<file path="src/hw/rtl/gww_pkg.sv">
package gww_pkg;

  localparam int CHAR_W  = 8;
  localparam int GLYPH_W = 16;
  localparam int WIDTH_W = 24;
  localparam int POS_W   = 32;
  localparam int ID_W    = 32;
  localparam int VER_W   = 16;
  localparam int IDX_W   = 16;

  localparam int CFG_IDX_W  = 1;
  localparam int CFG_DATA_W = 24;

  typedef enum logic [CFG_IDX_W-1:0] {
    REG_WRAP_LIMIT = 1'b0,
    REG_BLANK_W    = 1'b1
  } cfg_reg_t;

  localparam logic [WIDTH_W-1:0] WRAP_LIMIT_RST = 24'd204800;
  localparam logic [GLYPH_W-1:0] BLANK_W_RST    = 16'd2048;
  localparam logic [WIDTH_W-1:0] WIDTH_SAT      = 24'hFFFFFF;
  localparam logic [IDX_W-1:0]   IDX_SAT        = 16'hFFFF;

  localparam logic [CHAR_W-1:0] CHAR_NUL   = 8'h00;
  localparam logic [CHAR_W-1:0] CHAR_TAB   = 8'h09;
  localparam logic [CHAR_W-1:0] CHAR_NL    = 8'h0A;
  localparam logic [CHAR_W-1:0] CHAR_SPACE = 8'h20;

  typedef struct packed {
    logic [CHAR_W-1:0]  char_code;
    logic [GLYPH_W-1:0] glyph_width;
    logic [POS_W-1:0]   char_pos;
    logic [ID_W-1:0]    line_id;
    logic [VER_W-1:0]   line_rev;
    logic               end_of_line;
    logic               empty_line;
  } in_item_t;

  typedef struct packed {
    logic [ID_W-1:0]    out_line_id;
    logic [VER_W-1:0]   out_version;
    logic [POS_W-1:0]   first_pos;
    logic [POS_W-1:0]   end_pos;
    logic [IDX_W-1:0]   row_index;
    logic [WIDTH_W-1:0] row_width;
    logic               last;
  } out_item_t;

  function automatic logic is_break_char(input logic [CHAR_W-1:0] c);
    return (c == CHAR_SPACE) || (c == CHAR_TAB) || (c == CHAR_NL) || (c == CHAR_NUL);
  endfunction

endpackage

</file>
<file path="src/hw/rtl/gww_div.sv">
module gww_div
  import gww_pkg::*;
#(
  parameter int MOD = 4
) (
  input  logic                         clk,
  input  logic                         rst,
  input  logic                         start,
  input  logic [WIDTH_W-1:0]           dividend,
  input  logic [GLYPH_W-1:0]           divisor,
  output logic                         done,
  output logic [$clog2(MOD+1)-1:0]     rem_mod
);

  localparam int MW    = $clog2(MOD+1);
  localparam int CNT_W = $clog2(WIDTH_W+1);
  localparam logic [MW:0] MOD_C = (MW+1)'(MOD);

  logic               busy;
  logic [CNT_W-1:0]   cnt;
  logic [GLYPH_W-1:0] acc;
  logic [WIDTH_W-1:0] shreg;
  logic [GLYPH_W-1:0] dsr;

  logic [GLYPH_W:0]   trial;
  logic [GLYPH_W:0]   diff;
  logic               qbit;
  logic [GLYPH_W-1:0] acc_next;
  logic [MW:0]        m2;
  logic [MW-1:0]      rem_mod_next;

  always_comb begin
    trial    = {acc, shreg[WIDTH_W-1]};
    diff     = trial - {1'b0, dsr};
    qbit     = trial >= {1'b0, dsr};
    acc_next = qbit ? diff[GLYPH_W-1:0] : trial[GLYPH_W-1:0];
    // running quotient modulo MOD, one quotient bit per step
    m2 = {rem_mod, qbit};
    if (m2 >= MOD_C) begin
      rem_mod_next = MW'(m2 - MOD_C);
    end else begin
      rem_mod_next = MW'(m2);
    end
  end

  always_ff @(posedge clk) begin
    if (rst) begin
      busy <= 1'b0;
      done <= 1'b0;
      cnt  <= '0;
    end else begin
      done <= 1'b0;
      if (start) begin
        busy <= 1'b1;
        cnt  <= CNT_W'(WIDTH_W);
      end else if (busy) begin
        cnt <= cnt - 1'b1;
        if (cnt == CNT_W'(1)) begin
          busy <= 1'b0;
          done <= 1'b1;
        end
      end
    end
  end

  always_ff @(posedge clk) begin
    if (start) begin
      acc     <= '0;
      shreg   <= dividend;
      dsr     <= divisor;
      rem_mod <= '0;
    end else if (busy) begin
      acc     <= acc_next;
      shreg   <= {shreg[WIDTH_W-2:0], 1'b0};
      rem_mod <= rem_mod_next;
    end
  end

endmodule

</file>
<file path="config.mk">
export PLATFORM = sky130hd
export DESIGN_NAME = gww_div
export DESIGN_NICKNAME = d
export VERILOG_FILES = /design/src/hw/rtl/gww_pkg.sv /design/src/hw/rtl/gww_div.sv
export SDC_FILE = /design/constraint.sdc
export NUM_CORES = 1
export LEC_CHECK = 0
export BUFFER_PORTS_ARGS = -buffer_cell sky130_fd_sc_hd__buf_2
export CAP_MARGIN = 15
export CORE_ASPECT_RATIO = 1.75
export CORE_MARGIN = 2
export CORE_UTILIZATION = 55
export DETAILED_ROUTE_END_ITERATION = 10
export GPL_ROUTABILITY_DRIVEN = 0
export PLACE_DENSITY = 0.82
export REMOVE_ABC_BUFFERS = 1
export SLEW_MARGIN = 15
export SYNTH_ARGS = -nofsm -noshare
export SYNTH_HDL_FRONTEND = slang
export SYNTH_SLANG_ARGS = --single-unit
</file>
<file path="constraint.sdc">
create_clock -name clk -period 2.8 [get_ports clk]
set_clock_uncertainty 0.05 [all_clocks]
set_input_delay 0.42 -clock clk [delete_from_list [all_inputs] [get_ports clk]]
set_output_delay 0.42 -clock clk [all_outputs]
set_load 0.05 [all_outputs]
</file>
== Yosys cells after proc, flatten, opt, wreduce, memory -nomap -nowiden ==
Cells that the tools add are included.

* Register bits: 66
* Input port bits: 43
* Output and inout port bits: 4
* Word-level logic and storage cells: 28

* $add $sub $neg: 3
* Magnitude comparators: 2
* Equality and inequality tests: 1
* Mux-type cells: 10
* Bitwise logic cells: 1
* Reduce and logical (&&, ||, !) cells: 3

{| class="wikitable"
|+ Operators with widths
! cell !! count
|-
| 2-to-1 mux 24 bit || 2
|-
| greater-or-equal comparator 17 x 16 -> 1 bit || 1
|-
| 2-to-1 mux 16 bit || 1
|-
| subtractor 16 bit || 1
|-
| 2-to-1 mux 5 bit || 2
|-
| == test 5 x 1 -> 1 bit, second input constant || 1
|-
| subtractor 5 x 1 -> 5 bit, second input constant || 1
|-
| greater-or-equal comparator 4 x 3 -> 1 bit, second input constant || 1
|-
| 2-to-1 mux 1 bit || 4
|-
| 2-to-1 mux 3 bit || 1
|-
| OR reduction 3 bit || 1
|-
| subtractor 3 bit, second input constant || 1
|-
| nonzero test 2 bit || 1
|-
| OR reduction 2 bit || 1
|-
| inverter 1 bit || 1
|}

== Longest topological paths before layout ==
Gate-level depths: netlist of run 1.

* Word-level depth: 4
* Mapped depth: 11
* Gate-level depth less buffers: 10

== Worst setup path after synthesis of run 1 ==
OpenSTA, ideal clock, no wires.

* Path kind: register to register
* From: register dsr[1]
* To: register acc[0]
* Arrival: 2.311 ns
* Required time: 2.664 ns
* Setup slack: 0.354 ns
* Cell stages (with the launch flop): 10
* Path buffers: 0
* Path through: edfxtp_1 -> inv_1 -> ha_1 -> nor2b_1 -> o31a_1 -> nor4_4 -> o31ai_4 -> a21boi_4 -> mux2_2 -> a211oi_1

* Word-level cells in the longest chain between the ends: 2

{| class="wikitable"
|+ RTL lines
! item !! RTL line !! RTL
|-
| start: declaration || gww_div.sv:23 || <nowiki>logic [GLYPH_W-1:0] dsr;</nowiki>
|-
| start signal: assignment || gww_div.sv:70 || <nowiki>dsr <= divisor;</nowiki>
|-
| greater-or-equal comparator 17 x 16 -> 1 bit || gww_div.sv:35 || <nowiki>qbit = trial >= {1'b0, dsr};</nowiki>
|-
| 2-to-1 mux 16 bit || gww_div.sv:36 || <nowiki>acc_next = qbit ? diff[GLYPH_W-1:0] : trial[GLYPH_W-1:0];</nowiki>
|-
| end signal: assignment || gww_div.sv:73 || <nowiki>acc <= acc_next;</nowiki>
|-
| end: declaration || gww_div.sv:21 || <nowiki>logic [GLYPH_W-1:0] acc;</nowiki>
|}

Every way passes these cells.
A chain may end at the register's enable or synchronous reset.

== Worst setup path after layout of run 1 ==
* From: register shreg[23]
* To: register acc[12]

* Word-level cells in the longest chain between the ends: 2
* Elaborated cells on any way between the ends: 3
* Classes of those cells: 1 x add/sub; 1 x order compare; 1 x mux

{| class="wikitable"
|+ RTL lines
! item !! RTL line !! RTL
|-
| start: declaration || gww_div.sv:22 || <nowiki>logic [WIDTH_W-1:0] shreg;</nowiki>
|-
| start signal: assignment || gww_div.sv:69 || <nowiki>shreg <= dividend;</nowiki>
|-
| start signal: assignment || gww_div.sv:74 || <nowiki>shreg <= {shreg[WIDTH_W-2:0], 1'b0};</nowiki>
|-
| subtractor 16 bit or greater-or-equal comparator 17 x 16 -> 1 bit (tied branches) || gww_div.sv:34, gww_div.sv:35 ||
|-
| 2-to-1 mux 16 bit (*) || gww_div.sv:36 ||
|}

Every way passes the cells marked *; elsewhere a longest branch is shown, timed or not.

==> impl_summary.log, run 1 <==
INFO  metric outcome = finished, final reports clean
INFO  metric syn-cell-area = 3550 sq um
INFO  metric ys_top_cells_by_area = sky130_fd_sc_hd__edfxtp_1, sky130_fd_sc_hd__dfxtp_1, sky130_fd_sc_hd__mux2_2, sky130_fd_sc_hd__ha_1, sky130_fd_sc_hd__nor2_1
INFO  metric static-leakage-power = 1.65 nW
INFO  metric post-place-ws = 0.0953 ns
INFO  metric p_int = 1.69 mW
INFO  metric ys.warnings.count = 0
INFO  metric fp.dieH = 110 microns
INFO  metric detail_route.first_pass.iterations = 4
INFO  metric final.min_clock_period = 2.63 ns
INFO  metric initial_antenna_violation_count = 0
INFO  metric tritoncts_buffer_count = 9
INFO  metric ir_drop = 472 uV
INFO  metric grt.busiest_layer = met2
INFO  metric grt_overflow = 0
INFO  metric detail_route.wl_per_cell = 15.4 microns
INFO  metric synthToLayoutAreaGrowth = 13.1%
INFO  metric finalSetupTns = 0 ns
INFO  metric fin_nets = 432
INFO  metric synth_top_cell_area_share = 33.9%
INFO  metric power_density = 592 nW/um^2
INFO  metric number_of_distinct_standard_cells_referenced_by_the_synthesized_netlist = 58
INFO  metric row_count = 38
INFO  metric clkSlewWorstSetupHoldPaths = 0.07 ns
INFO  metric tritoncts = yes
INFO  metric drt_wl_total = 7.03 mm
INFO  metric p_sw_share = 28.9%
INFO  metric synth_edf_count = 40
INFO  metric viasPerCell = 5.73
INFO  metric met1_usage = 24.9%
INFO  metric synth-xor-area-share = 3.71%
INFO  metric tightestPinTransition = 0.535 ns
INFO  metric critical_path.startpoint_type = flip-flop
INFO  metric nFillCells = 493
INFO  metric syn_inst = 322
INFO  metric layout.area.seq = 1720 sq um
INFO  metric ant_nets = 0
INFO  metric timing.hold.worst.class = in2reg
INFO  metric worst_hold_slack = 0.194 ns
INFO  metric path_class = reg2reg
INFO  metric most_repeated_cell_in_the_gate_level_netlist_after_synthesis = sky130_fd_sc_hd__edfxtp_1
INFO  metric p_seq_share = 49.3%
INFO  metric synthDominantAreaCellType = sky130_fd_sc_hd__edfxtp_1
INFO  metric die_w = 64.7 microns
INFO  metric critical_path_required = 2.98 ns
INFO  metric dr_total_vias = 2607
INFO  metric first_pass_grt_wire_length = 11.8 mm
INFO  metric post_cts_hold_buffer_count = 0
INFO  metric final_design_area_no_fill = 4010 sq um
INFO  metric htreeDepth = 3
INFO  metric number_of_global_route_vias_before_repair = 2642
INFO  metric n_antenna_cell = 0
INFO  metric drv.max_cap_violation_count = 0
INFO  metric ys_ff_latch = 66
INFO  metric die_area = 7130 sq um
INFO  metric synth-seq-area-share = 48.6%
INFO  metric ys_async_sr_fraction = 0%
INFO  metric drc = 0
INFO  metric timing.critical_path.fanout_max = 4
INFO  metric muxShareOfSynthArea = 8.75%
INFO  metric placeableCoreArea = 6230 sq um
INFO  metric rsz0062_at_grt = no
INFO  metric ys_dominant_reg_cell = sky130_fd_sc_hd__edfxtp_1
INFO  metric dpl.hpwl = 5.06 mm
INFO  metric crit_path_end_kind = flip-flop
INFO  metric cts_max_path_buffers = 2
INFO  metric cts-root-buf = sky130_fd_sc_hd__clkbuf_8
INFO  metric io-pin-count = 47
INFO  metric largest_family_of_logic_cells_by_synthesized_area = simple AND/OR/NAND/NOR gates
INFO  metric postPlaceCellArea = 3840 sq um
INFO  metric top_cell_types_by_occurrence_after_synthesis = sky130_fd_sc_hd__edfxtp_1, sky130_fd_sc_hd__nor2_1, sky130_fd_sc_hd__dfxtp_1, sky130_fd_sc_hd__inv_1, sky130_fd_sc_hd__mux2_2
INFO  metric pwr-share-clk = 27.6%
INFO  metric period_share = 93.8%
INFO  metric setup-violations-final = 0
INFO  metric max_clock_freq = 0.381 GHz
INFO  metric port_buffers = 46
INFO  metric worst_slack = 0.172 ns
INFO  metric start_util = 56.9%
INFO  metric compound_gate_portion_of_the_synthesized_area = 13.4%
INFO  metric switch_pwr = 686 uW
INFO  metric p_comb_share = 23.1%
INFO  metric clkSinkCount = 66
INFO  metric synth-simple-area-share = 13.7%
INFO  metric adder_and_majority_cell_fraction_of_the_synthesized_area = 6.92%
INFO  metric grt_max_degree = 42
INFO  metric worst-endpoint-arrival = 2.81 ns
INFO  metric grt_use_met3 = 4.77%
INFO  metric met2_usage = 37.3%
INFO  metric clock_latency = 0.35 ns
INFO  metric global_route.usage.total = 21.6%
INFO  metric multi_input_area = 1660 sq um
INFO  metric drt_iter0_drc = 108
INFO  metric timing.slew.headroom = 64.4%
INFO  metric postSynthAreaPerCell = 11.0 sq um
INFO  metric maxSlewViolCount = 0
INFO  metric drive_gt1_share = 27.5%
INFO  metric final_hold_viol_count = 0
==> registers in the layout (all words and copies together) (netlist names) <==
name,cells
cnt,5
busy,1
dsr,16
done,1
rem_mod,3
acc,16
shreg,24
==> cell usage in the layout (no fill, tap or decap), types with 3 or more instances in the layout <==
cell,instances
sky130_fd_sc_hd__a311oi_1,5
sky130_fd_sc_hd__a21oi_1,13
sky130_fd_sc_hd__mux2_2,24
sky130_fd_sc_hd__xor2_1,10
sky130_fd_sc_hd__mux2i_1,4
sky130_fd_sc_hd__nand2b_1,3
sky130_fd_sc_hd__o311ai_0,4
sky130_fd_sc_hd__a31oi_1,4
sky130_fd_sc_hd__ha_1,18
sky130_fd_sc_hd__a211oi_1,3
sky130_fd_sc_hd__nand3_1,5
sky130_fd_sc_hd__dfxtp_1,26
sky130_fd_sc_hd__edfxtp_1,40
sky130_fd_sc_hd__buf_4,5
sky130_fd_sc_hd__nor3_1,7
sky130_fd_sc_hd__nor2_1,30
sky130_fd_sc_hd__clkbuf_8,9
sky130_fd_sc_hd__xnor2_1,5
sky130_fd_sc_hd__and3_1,3
sky130_fd_sc_hd__o21ai_0,5
sky130_fd_sc_hd__nand2_2,3
sky130_fd_sc_hd__clkbuf_1,6
sky130_fd_sc_hd__a311oi_2,3
sky130_fd_sc_hd__inv_1,25
sky130_fd_sc_hd__buf_2,46
sky130_fd_sc_hd__nand2_1,22
==> power groups by stage <==
stage	clock network, mW	registers (mW)	logic (mW)
2_1_floorplan	0	1.19	0.374
3_3_place_gp	0	1.19	0.512
3_5_place_dp	0	1.19	0.533
4_1_cts	0.664	1.17	0.537
5_1_grt	0.697	1.18	0.604
6_report	0.656	1.17	0.548
==> final timing paths <==
kind	endpoint	slack [ns]	depth (start not counted)	from
worst min-delay path	dsr[4]$_DFFE_PP_	0.19	1	divisor[4]
worst min register to register	rem_mod[2]$_SDFFE_PP0P_	0.39	2	rem_mod[2]$_SDFFE_PP0P_
worst max register to register	acc[12]$_SDFFE_PP0P_	0.17	10	shreg[23]$_DFFE_PP_
worst max-delay path	acc[12]$_SDFFE_PP0P_	0.17	10	shreg[23]$_DFFE_PP_
==> per-stage QoR <==
stage               cells  power (mW)  util, %
global placement      438        1.70     61.7
CTS                   454        2.37     64.1
detailed placement    438        1.72     61.7
floorplan             307        1.56        -
global route          455        2.48     64.4
finish                455        2.37     64.4
==> layer usage <==
layer | part of all wire (%) | routed length [microns]
met5 | 0 | 0
met4 | 3.2 | 228
met2 | 52 | 3650
met3 | 4.4 | 312
met1 | 40 | 2840
==> cell families after synthesis <==
group / after synthesis
compound gates: 60
xor+xnor: 15
flops: 66
buf+inv: 40
simple gates: 94
fa+ha+maj: 19
mux: 28
==> cell type report <==
cell class	instances	area share, %
clock buffer	15	3.65
clock inverter	1	0.0936
inverter	25	2.34
multi-input combinational	216	41.3
sequential	66	42.9
tap	80	2.50
timing repair buffer	52	7.17
==> critical path, stage by stage (launching register included) <==
cell,delay [ns]
sky130_fd_sc_hd__edfxtp_1,0.34
sky130_fd_sc_hd__inv_1,0.06
sky130_fd_sc_hd__ha_1,0.22
sky130_fd_sc_hd__fa_1,0.41
sky130_fd_sc_hd__nand2b_1,0.16
sky130_fd_sc_hd__a21oi_1,0.26
sky130_fd_sc_hd__a31oi_1,0.19
sky130_fd_sc_hd__o21ai_2,0.30
sky130_fd_sc_hd__o31ai_1,0.12
sky130_fd_sc_hd__xor2_1,0.14
sky130_fd_sc_hd__o311ai_0,0.26
==> what timing repair did <==
action / in CTS / in global routing
setup endpoints to repair: 0 / 5
gates resized for setup: 0 / 2
endpoints found under the hold margin: 0 / 0
buffers inserted: 0 / 1
No activity file was read; power rests on OpenSTA's default activity.
==> run 2, diff against run 1 <==
Settings changed: PLACE_DENSITY 0.82 to default, PLACE_DENSITY_LB_ADDON from default to 0.12.
==> impl_summary.log, run 2 (synthesized netlist as in run 1, its figures left out) <==
INFO  metric layout_top_registers = shreg x24, acc x16, dsr x16 (unchanged)
INFO  metric endpoint = acc[12]$_SDFFE_PP0P_ (unchanged)
INFO  metric crit_start = shreg[23]$_DFFE_PP_ (unchanged)
INFO  metric row_count = 38 (unchanged)
INFO  metric nFillCells = 538 (was 493)
INFO  metric crit_path_end_kind = flip-flop (unchanged)
INFO  metric met2_usage = 38.0% (was 37.3%)
INFO  metric maxSlewViolCount = 0 (unchanged)
INFO  metric drt_wl_total = 6.78 mm (was 7.03 mm)
INFO  metric synthToLayoutAreaGrowth = 14.9% (was 13.1%)
INFO  metric tritoncts = yes (unchanged)
INFO  metric met1_usage = 23.5% (was 24.9%)
INFO  metric ir_drop = 353 uV (was 472 uV)
INFO  metric timing.critical_path.fanout_max = 3 (was 4)
INFO  metric post-layout-total-power = 2.47 mW (was 2.37 mW)
INFO  metric largest_reg_flops = 24 (unchanged)
INFO  metric path_class = reg2reg (unchanged)
INFO  metric timing.rr.end = acc[12]$_SDFFE_PP0P_ (unchanged)
INFO  metric detail_route.wl_per_cell = 14.8 microns (was 15.4 microns)
INFO  metric outcome = finished, final reports clean (unchanged)
INFO  metric static-leakage-power = 1.69 nW (was 1.65 nW)
INFO  metric htreeDepth = 3 (unchanged)
INFO  metric period_share = 91.8% (was 93.8%)
INFO  metric critical_path.startpoint_type = flip-flop (unchanged)
INFO  metric cts-root-buf = sky130_fd_sc_hd__clkbuf_8 (unchanged)
INFO  metric grt.busiest_layer = met2 (unchanged)
INFO  metric max_clock_freq = 0.389 GHz (was 0.381 GHz)
INFO  metric ant_nets = 0 (unchanged)
INFO  metric clkSlewWorstSetupHoldPaths = 0.07 ns (about the same)
INFO  metric n_antenna_cell = 0 (unchanged)
INFO  metric timing.hold.worst.class = in2reg (unchanged)
INFO  metric fp.dieH = 110 microns (unchanged)
INFO  metric layout_commonest_cell = sky130_fd_sc_hd__buf_2 (unchanged)
INFO  metric rr_startpoint = shreg[23]$_DFFE_PP_ (unchanged)
INFO  metric largest_register = shreg (unchanged)
INFO  metric start_util = 56.9% (unchanged)
INFO  metric tritoncts_buffer_count = 9 (unchanged)
INFO  metric global_route.usage.total = 21.7% (was 21.6%)
INFO  metric fin_nets = 436 (was 432)
INFO  metric initial_antenna_violation_count = 0 (unchanged)
INFO  metric detail_route.first_pass.iterations = 4 (unchanged)
INFO  metric dr_total_vias = 2584 (was 2607)
INFO  metric tightestPinTransition = 0.563 ns (was 0.535 ns)
INFO  metric drt_iter0_drc = 141 (was 108)
INFO  metric placeableCoreArea = 6230 sq um (unchanged)
INFO  metric number_of_global_route_vias_before_repair = 2618 (was 2642)
INFO  metric rr_worst_depth = 10 (unchanged)
INFO  metric post_cts_hold_buffer_count = 0 (unchanged)
INFO  metric power_density = 606 nW/um^2 (was 592 nW/um^2)
INFO  metric finalSetupTns = 0 ns (unchanged)
INFO  metric io-pin-count = 47 (unchanged)
INFO  metric reg2reg_setup_slack = 0.23 ns (was 0.17 ns)
INFO  metric die_w = 64.7 microns (unchanged)
INFO  metric mostFrequentLayoutCells = sky130_fd_sc_hd__buf_2, sky130_fd_sc_hd__edfxtp_1, sky130_fd_sc_hd__nor2_1 (unchanged)
INFO  metric drc = 0 (unchanged)
INFO  metric drv.max_cap_violation_count = 0 (unchanged)
INFO  metric final.min_clock_period = 2.57 ns (was 2.63 ns)
INFO  metric critical_path_required = 2.98 ns (about the same)
INFO  metric die_area = 7130 sq um (unchanged)
INFO  metric worst-endpoint-arrival = 2.75 ns (was 2.81 ns)
INFO  metric rsz0062_at_grt = no (unchanged)
INFO  metric final_hold_viol_count = 0 (unchanged)
INFO  metric drive_gt1_share = 29.6% (was 27.5%)
INFO  metric grt_max_degree = 56 (was 42)
INFO  metric port_buffers = 46 (unchanged)
INFO  metric grt_overflow = 0 (unchanged)
INFO  metric first_pass_grt_wire_length = 11.7 mm (was 11.8 mm)
INFO  metric clkSinkCount = 66 (unchanged)
INFO  metric grt_use_met3 = 4.77% (unchanged)
INFO  metric dpl.hpwl = 4.94 mm (was 5.06 mm)
INFO  metric cts_max_path_buffers = 2 (unchanged)
INFO  metric viasPerCell = 5.63 (was 5.73)
INFO  metric timing.slew.headroom = 62.4% (was 64.4%)
INFO  metric setup-violations-final = 0 (unchanged)
INFO  metric clock_latency = 0.35 ns (about the same)
## run 2: how the worst min path moves through the flow
stage,depth (start not counted),slack [ns],to,from
after floorplan,2,0.41,acc[8]$_SDFFE_PP0P_,acc[7]$_SDFFE_PP0P_
after global placement,2,0.37,rem_mod[2]$_SDFFE_PP0P_,rem_mod[2]$_SDFFE_PP0P_
after detailed placement,2,0.38,rem_mod[2]$_SDFFE_PP0P_,rem_mod[2]$_SDFFE_PP0P_
after CTS,1,0.17,dsr[8]$_DFFE_PP_,divisor[8]
after global routing,1,0.18,dsr[6]$_DFFE_PP_,divisor[6]
final,1,0.19,dsr[8]$_DFFE_PP_,divisor[8]
## run 2: stage by stage
stage / cells / setup slack (ns) / utilization (%) / area (sq um) / hold slack, ns
after floorplan: 307 / 0.206 / - / 3460 / 0.407
after global placement: 441 / 0.117 / 62.1 / 3870 / 0.374
after detailed placement: 441 / 0.00105 / 62.1 / 3870 / 0.384
after CTS: 457 / 0.0505 / 65.1 / 4050 / 0.174
after global routing: 459 / 0.0402 / 65.4 / 4070 / 0.176
final: 459 / 0.231 / 65.4 / 4070 / 0.191
## run 2: per-layer routing
layer  share of wire [%]  routed length (microns)
met1                  39                     2680
met2                  53                     3600
met5                   0                        0
met4                 4.1                      279
met3                 3.3                      225
## run 2: what timing repair did
| action | CTS | global route |
|---|---|---|
| hold endpoints to repair | 0 | 0 |
| buffers inserted | 0 | 2 |
| pin swaps | 0 | 2 |
| setup endpoints to repair | 1 | 3 |
| resized for setup | 1 | 1 |
## run 2: critical path, stage by stage, from the launching register on
cell and delay [ns]:
sky130_fd_sc_hd__edfxtp_1 0.32, sky130_fd_sc_hd__inv_1 0.05, sky130_fd_sc_hd__ha_1 0.22, sky130_fd_sc_hd__fa_1 0.41
sky130_fd_sc_hd__nand2b_1 0.18, sky130_fd_sc_hd__a21oi_2 0.20, sky130_fd_sc_hd__a31oi_1 0.17, sky130_fd_sc_hd__o21ai_2 0.25
sky130_fd_sc_hd__o31ai_1 0.12, sky130_fd_sc_hd__xor2_1 0.15, sky130_fd_sc_hd__o311ai_0 0.32
## run 2: final cells by class
cell class                 count  area, sq um  share of cell area [%]
timing repair buffer          56          318                    7.80
multi-input combinational    216         1660                    40.6
sequential                    66         1720                    42.3
inverter                      25         93.8                    2.30
clock inverter                 2         10.0                   0.246
tap                           80          100                    2.46
clock buffer                  14          174                    4.27
## run 2: power by group
group | switching [mW] | internal [mW]
Combinational | 0.303 | 0.246
Sequential | 0.0436 | 1.13
Clock | 0.350 | 0.398
Total | 0.697 | 1.77
